<file path="config.mk">
export PLATFORM = sky130hd
export DESIGN_NAME = three_band_stereo_equalizer
export DESIGN_NICKNAME = d
export VERILOG_FILES = /design/src/hw/rtl/eq3_pkg.sv /design/src/hw/rtl/three_band_stereo_equalizer.sv
export SDC_FILE = /design/constraint.sdc
export NUM_CORES = 2
export LEC_CHECK = 0
export CAP_MARGIN = 0
export CORE_MARGIN = 3
export CORE_UTILIZATION = 65
export CTS_CLUSTER_DIAMETER = 150
export CTS_CLUSTER_SIZE = 8
export DETAILED_ROUTE_END_ITERATION = 16
export DONT_BUFFER_PORTS = 1
export GPL_TIMING_DRIVEN = 0
export MAX_ROUTING_LAYER = met4
export PLACE_DENSITY = 0.86
export SYNTH_ARGS = -nofsm -noshare
export SYNTH_HDL_FRONTEND = slang
export SYNTH_SLANG_ARGS = --single-unit
</file>
<file path="constraint.sdc">
create_clock -name clk -period 15.46 [get_ports clk]
set_input_delay 3.092 -clock clk [delete_from_list [all_inputs] [get_ports clk]]
set_output_delay 3.092 -clock clk [all_outputs]
set_load 0.005 [all_outputs]
</file>
<file path="src/hw/rtl/eq3_pkg.sv">
// eq3_pkg: types, preset codes, gain table and per-sample band math
// for the three-band stereo equalizer. No dependencies.
`default_nettype none

package eq3_pkg;

  localparam logic [2:0] PRE_FLAT  = 3'd0;
  localparam logic [2:0] PRE_BASS  = 3'd1;
  localparam logic [2:0] PRE_ROCK  = 3'd2;
  localparam logic [2:0] PRE_POP   = 3'd3;
  localparam logic [2:0] PRE_VOCAL = 3'd4;

  localparam logic signed [21:0] SAT_MAX = 22'sd32767;
  localparam logic signed [21:0] SAT_MIN = -22'sd32768;

  typedef logic signed [15:0] sample_t;

  typedef struct packed {
    logic [8:0] bass;
    logic [8:0] mid;
    logic [8:0] treble;
  } gain_t;

  typedef struct packed {
    logic signed [15:0] low;
    logic signed [15:0] fast;
    logic signed [16:0] hi;
    logic signed [16:0] mid;
  } band_t;

  function automatic gain_t preset_gains(input logic [2:0] preset);
    gain_t g;
    case (preset)
      PRE_BASS:  g = '{bass: 9'd380, mid: 9'd240, treble: 9'd240};
      PRE_ROCK:  g = '{bass: 9'd340, mid: 9'd220, treble: 9'd320};
      PRE_POP:   g = '{bass: 9'd280, mid: 9'd300, treble: 9'd300};
      PRE_VOCAL: g = '{bass: 9'd200, mid: 9'd360, treble: 9'd280};
      default:   g = '{bass: 9'd256, mid: 9'd256, treble: 9'd256};
    endcase
    return g;
  endfunction

  // One-pole trackers and band split for one sample.
  function automatic band_t band_update(input sample_t x, input sample_t low,
                                        input sample_t fast);
    logic signed [16:0] x17;
    logic signed [16:0] lo17;
    logic signed [16:0] fa17;
    logic signed [16:0] d_lo;
    logic signed [16:0] lo_sum;
    logic signed [19:0] d_fa;
    logic signed [19:0] d_fa7;
    logic signed [16:0] fa_step;
    logic signed [16:0] fa_sum;
    band_t b;
    x17     = 17'(x);
    lo17    = 17'(low);
    fa17    = 17'(fast);
    d_lo    = x17 - lo17;
    lo_sum  = lo17 + (d_lo >>> 5);
    d_fa    = 20'(x17 - fa17);
    d_fa7   = (d_fa <<< 3) - d_fa;
    fa_step = d_fa7[19:3];
    fa_sum  = fa17 + fa_step;
    b.low   = lo_sum[15:0];
    b.fast  = fa_sum[15:0];
    b.hi    = x17 - 17'(b.fast);
    b.mid   = 17'(b.fast) - 17'(b.low);
    return b;
  endfunction

  // Weighted band sum, floor shift by 8, saturate to 16 bits.
  function automatic sample_t band_mix(input sample_t low, input logic signed [16:0] mid,
                                       input logic signed [16:0] hi, input gain_t g);
    logic signed [26:0] p0;
    logic signed [26:0] p1;
    logic signed [26:0] p2;
    logic signed [29:0] acc;
    logic signed [21:0] sh;
    sample_t y;
    p0  = 27'(low) * 27'($signed({1'b0, g.bass}));
    p1  = 27'(mid) * 27'($signed({1'b0, g.mid}));
    p2  = 27'(hi) * 27'($signed({1'b0, g.treble}));
    acc = 30'(p0) + 30'(p1) + 30'(p2);
    sh  = acc[29:8];
    if (sh > SAT_MAX) begin
      y = 16'sh7FFF;
    end else if (sh < SAT_MIN) begin
      y = 16'sh8000;
    end else begin
      y = sh[15:0];
    end
    return y;
  endfunction

endpackage

`default_nettype wire

</file>
<file path="src/hw/rtl/three_band_stereo_equalizer.sv">
// three_band_stereo_equalizer: top level, two-stage stereo equalizer.
// Depends on eq3_pkg for gain table and band math.
//
// Usage:
//   Input channel in_valid/in_stall carries one stereo frame per item
//   (in_left_in, in_right_in, in_frame_last_in). Output channel
//   out_valid/out_stall returns one equalized frame per item, in order.
//   cfg_wr_en/cfg_wr_data write the 3-bit preset; every write also clears
//   the filter trackers. Write only while the block is idle.
//   An accepted frame passes the stage 1 and then the output registers
//   to out_valid; throughput is one item per cycle while out_stall is
//   low. Stage 1 updates trackers and splits bands, which must finish in
//   the accept cycle for the next frame; stage 2 weights, sums, saturates.
//   Flat preset (and codes above vocal) pass samples through and leave
//   the trackers untouched.
//   Reset (synchronous, rst_n low) empties both stages, selects flat and
//   zeroes the trackers.
//   When out_stall is high the result holds; stage 1 still takes one more
//   item if empty, after which in_stall rises until the output drains.
`default_nettype none

module three_band_stereo_equalizer (
  input  wire logic                clk,
  input  wire logic                rst_n,
  input  wire logic                cfg_wr_en,
  input  wire logic [2:0]          cfg_wr_data,
  input  wire logic                in_valid,
  output      logic                in_stall,
  input  wire eq3_pkg::sample_t    in_left_in,
  input  wire eq3_pkg::sample_t    in_right_in,
  input  wire logic                in_frame_last_in,
  output      logic                out_valid,
  input  wire logic                out_stall,
  output      eq3_pkg::sample_t    out_left_out,
  output      eq3_pkg::sample_t    out_right_out,
  output      logic                out_frame_last_out
);
  import eq3_pkg::*;

  logic [2:0] preset_r;
  sample_t    low_l_r, low_r_r, fast_l_r, fast_r_r;

  logic       s1_valid_r;
  band_t      s1_bl_r, s1_br_r;
  sample_t    s1_xl_r, s1_xr_r;
  gain_t      s1_gain_r;
  logic       s1_bypass_r;
  logic       s1_last_r;

  logic       out_valid_r;
  sample_t    out_l_r, out_r_r;
  logic       out_last_r;

  logic       s2_ld, s1_ld, bypass;
  band_t      bl_nxt, br_nxt;

  assign s2_ld    = !out_valid_r || !out_stall;
  assign s1_ld    = !s1_valid_r || s2_ld;
  assign in_stall = !s1_ld;
  assign bypass   = !(preset_r inside {[PRE_BASS:PRE_VOCAL]});

  assign bl_nxt = band_update(in_left_in, low_l_r, fast_l_r);
  assign br_nxt = band_update(in_right_in, low_r_r, fast_r_r);

  always_ff @(posedge clk) begin
    if (!rst_n) begin
      preset_r <= PRE_FLAT;
      low_l_r  <= '0;
      low_r_r  <= '0;
      fast_l_r <= '0;
      fast_r_r <= '0;
    end else if (cfg_wr_en) begin
      preset_r <= cfg_wr_data;
      low_l_r  <= '0;
      low_r_r  <= '0;
      fast_l_r <= '0;
      fast_r_r <= '0;
    end else if (in_valid && s1_ld && !bypass) begin
      low_l_r  <= bl_nxt.low;
      low_r_r  <= br_nxt.low;
      fast_l_r <= bl_nxt.fast;
      fast_r_r <= br_nxt.fast;
    end
  end

  always_ff @(posedge clk) begin
    if (!rst_n) begin
      s1_valid_r <= 1'b0;
    end else if (s1_ld) begin
      s1_valid_r <= in_valid;
    end
  end

  always_ff @(posedge clk) begin
    if (s1_ld && in_valid) begin
      s1_bl_r     <= bl_nxt;
      s1_br_r     <= br_nxt;
      s1_xl_r     <= in_left_in;
      s1_xr_r     <= in_right_in;
      s1_gain_r   <= preset_gains(preset_r);
      s1_bypass_r <= bypass;
      s1_last_r   <= in_frame_last_in;
    end
  end

  always_ff @(posedge clk) begin
    if (!rst_n) begin
      out_valid_r <= 1'b0;
    end else if (s2_ld) begin
      out_valid_r <= s1_valid_r;
    end
  end

  always_ff @(posedge clk) begin
    if (s2_ld && s1_valid_r) begin
      out_last_r <= s1_last_r;
      if (s1_bypass_r) begin
        out_l_r <= s1_xl_r;
        out_r_r <= s1_xr_r;
      end else begin
        out_l_r <= band_mix(s1_bl_r.low, s1_bl_r.mid, s1_bl_r.hi, s1_gain_r);
        out_r_r <= band_mix(s1_br_r.low, s1_br_r.mid, s1_br_r.hi, s1_gain_r);
      end
    end
  end

  assign out_valid          = out_valid_r;
  assign out_left_out       = out_l_r;
  assign out_right_out      = out_r_r;
  assign out_frame_last_out = out_last_r;

  a_stall_only_full: assert property (@(posedge clk) disable iff (!rst_n)
    in_stall |-> (s1_valid_r && out_valid_r && out_stall))
    else $error("input stalled with room in pipeline");

  a_cfg_clears: assert property (@(posedge clk) disable iff (!rst_n)
    cfg_wr_en |=> (low_l_r == '0 && low_r_r == '0 && fast_l_r == '0 && fast_r_r == '0))
    else $error("preset write did not clear trackers");

  a_bypass_hold: assert property (@(posedge clk) disable iff (!rst_n)
    (in_valid && !in_stall && bypass && !cfg_wr_en) |=>
      ($stable(low_l_r) && $stable(low_r_r) && $stable(fast_l_r) && $stable(fast_r_r)))
    else $error("trackers moved in bypass");

  a_s1_advance: assert property (@(posedge clk) disable iff (!rst_n)
    (s1_valid_r && s2_ld) |=> out_valid_r)
    else $error("stage 1 item lost");

endmodule

`default_nettype wire
</file>
==> reports/results.txt <==
I/O pin count - 76
final worst path period share - 0.633
Worst Path Arrival - 10.07 ns
register area share after synthesis - 0.154
drt initial violations - 2840
Routed WL - 118000 µm
mean post-synth cell area - 9.34 µm²
drt pass-1 iters - 6
Worst Max-Slew Pin Slew - 1.28 ns
global route total overflow - 0
Initial Util - 0.660
minimum clock period - 9.78 ns
ys flop type - edfxtp_1
Critical Path End Type - flop
dpl hpwl - 98800 µm
initial antenna violation count - 8
Max Clk Rate - 102 MHz
crit path kind - primary input to flop
slack of the worst reg-to-reg path - 5.70 ns
Critical-path top delay cell - xnor2_1
Adder-Cell Fraction of Synth Area - 0.478
syn_nets - 6075
clock skew - 0.0337 ns
standard-cell rows - 95
CP max stage delay - 0.65 ns
TritonCTS Buffers - 37
synth unique cells - 77
die height - 268 µm
buffers added on ports - 0
Final Hold Fails - 0
Total GRT Usage - 0.354
Placer Congestion - 0.970
Syn Inst Count - 4772
largest net degree at the start of global routing - 37
H-tree levels - 2
RSZ-0062 raised after global routing - no
CP Max Fanout - 5
Hold Crit Class - flop to flop
PostCTS Resize Cnt - 0
worst setup slack after layout - 5.68 ns
first-pass GRT wire length - 187000 µm
main combinational cell family by area after synthesis - adder cells
commonest non-fill, non-tap cell in the layout - inv_1
Area growth, synth to finish - 5.23%
post-synthesis mux area share - 0.00236
core area - 67500 µm²
clk sinks - 251
R2R depth - 28
vias after detailed routing - 33321
layout cells sized above 1 - 0.0176
RR Endpoint - out_right_out[6]
die area - 71700 µm²
postcts setup bufs - 0
worst path required time - 15.75 ns
CP endpoint - s1_br_r[16]
yosys warns - 0
Post-Synth XOR/XNOR Area - 0.0391
count of pins over their slew limit - 0
Vias/cell - 5.82
CTS tree - yes
compound-gate portion of the synthesized area - 0.0754
Clock Pin Slew Worst Setup and Hold Paths - 0.07 ns
FF+latch count, synth - 251
Min Hold Slack - 0.427 ns
# nets final - 6119
EDFF count, synth - 182
vias in the first global route - 35321
Finished Layout Cells - 5725
Clock Tree Root - clkbuf_16
crit path launch type - primary input
Setup crit start - in_right_in[0]
setup violators final - 0
Die Wd - 268 µm
Max Root-Sink Buffers - 3
hold_buf cts - 0
RR Startpoint - s1_gain_r[21]
max-cap viol count - 0
pre-CTS setup slack - 5.30 ns
Remaining DRCs - 0
wire per inst - 20.6 µm
Simple-Gate Fraction of Synth Area - 0.151
max_slew headroom - 0.139
insertion delay to the later sink of the worst-skew pair - 0.57 ns
mapped cell area - 44600 µm²
Placed Cells - 5650
Async SR Flop Fraction - 0
status - completed
most frequent cells in the layout - inv_1 (1084), fa_1 (734), ha_1 (528), and2_1 (442), nand2_1 (435)
Antenna Nets Post-Route - 0
per-layer routing:
metal / vias up / wire (µm) / GRT usage
met1: 16315 / 44200 / 0.436
met5: - / 0 / -
met4: 0 / 7280 / 0.181
met2: 1612 / 53100 / 0.535
met3: 385 / 13300 / 0.0999
li1: 15009 / - / -
synth_stat cells, types with 20 or more instances:
library cell | count | area, µm²
a21o_1 | 33 | 248
a21oi_1 | 206 | 1030
and2_1 | 442 | 2770
and3_1 | 21 | 131
clkbuf_1 | 87 | 327
dfxtp_1 | 69 | 1380
edfxtp_1 | 182 | 5470
fa_1 | 734 | 14700
ha_1 | 528 | 6610
inv_1 | 1084 | 4070
nand2_1 | 435 | 1630
nand2b_1 | 20 | 125
nand3_1 | 52 | 260
nor2_1 | 179 | 672
nor2b_1 | 65 | 407
nor3_1 | 68 | 340
o21a_1 | 27 | 203
o21ai_0 | 78 | 390
xnor2_1 | 144 | 1260
xor2_1 | 46 | 403
layout make-up:
| class | instances | area (µm²) |
|---|---|---|
| Antenna cell | 9 | 22.5 |
| Buffer | 103 | 398 |
| Clock buffer | 65 | 1070 |
| Clock inverter | 1 | 16.3 |
| Fill cell | 4882 | 20600 |
| Inverter | 1084 | 4070 |
| Multi-Input combinational cell | 3334 | 33300 |
| Sequential cell | 251 | 6850 |
| Tap cell | 873 | 1090 |
| Timing Repair Buffer | 5 | 108 |
worst min path at each step:
stage | slack [ns] | start | end | depth (start not counted)
finish | 0.43 | s1_last_r | out_frame_last_out | 0
global placement | 0.40 | s1_last_r | out_frame_last_out | 0
global route | 0.45 | s1_last_r | out_frame_last_out | 0
detailed placement | 0.42 | s1_last_r | out_frame_last_out | 0
CTS | 0.43 | s1_last_r | out_frame_last_out | 0
floorplan | 0.40 | s1_last_r | out_frame_last_out | 0
sequential cells by signal, summed over array words and instances (netlist names):
signal	count
s1_last_r	1
s1_xr_r	16
out_right_out	16
s1_br_r	50
fast_r_r	16
s1_gain_r	15
s1_bypass_r	1
low_l_r	16
out_frame_last_out	1
low_r_r	16
fast_l_r	16
preset_r	3
out_left_out	16
s1_valid_r	1
s1_xl_r	16
out_valid	1
s1_bl_r	50
metrics by stage:
stage	util	TNS [ns]	cell area (µm²)
6_report	0.694	0	46900
5_1_grt	0.694	0	46900
4_1_cts	0.694	0	46900
3_5_place_dp	0.678	0	45800
3_3_place_gp	0.676	-149.41	45600
2_1_floorplan	-	0	44600
critical path, delay by kind of cell:
kind                     cells  cell delay (ns)
AO/OA/AOI/OAI               16             3.30
XOR/XNOR                     4             1.25
adder cells (fa/ha/maj)      5             1.66
buffers and inverters        4             0.29
AND/OR/NAND/NOR              2             0.48
cells by family after synthesis:
family	Yosys count
simple gates	1341
fa+ha+maj	1262
buf+inv	1187
compound gates	527
flops	251
xor+xnor	194
mux	10
Power is not shown: default switching activity piles up to over one toggle a cycle in this logic, so the estimate is an artifact.
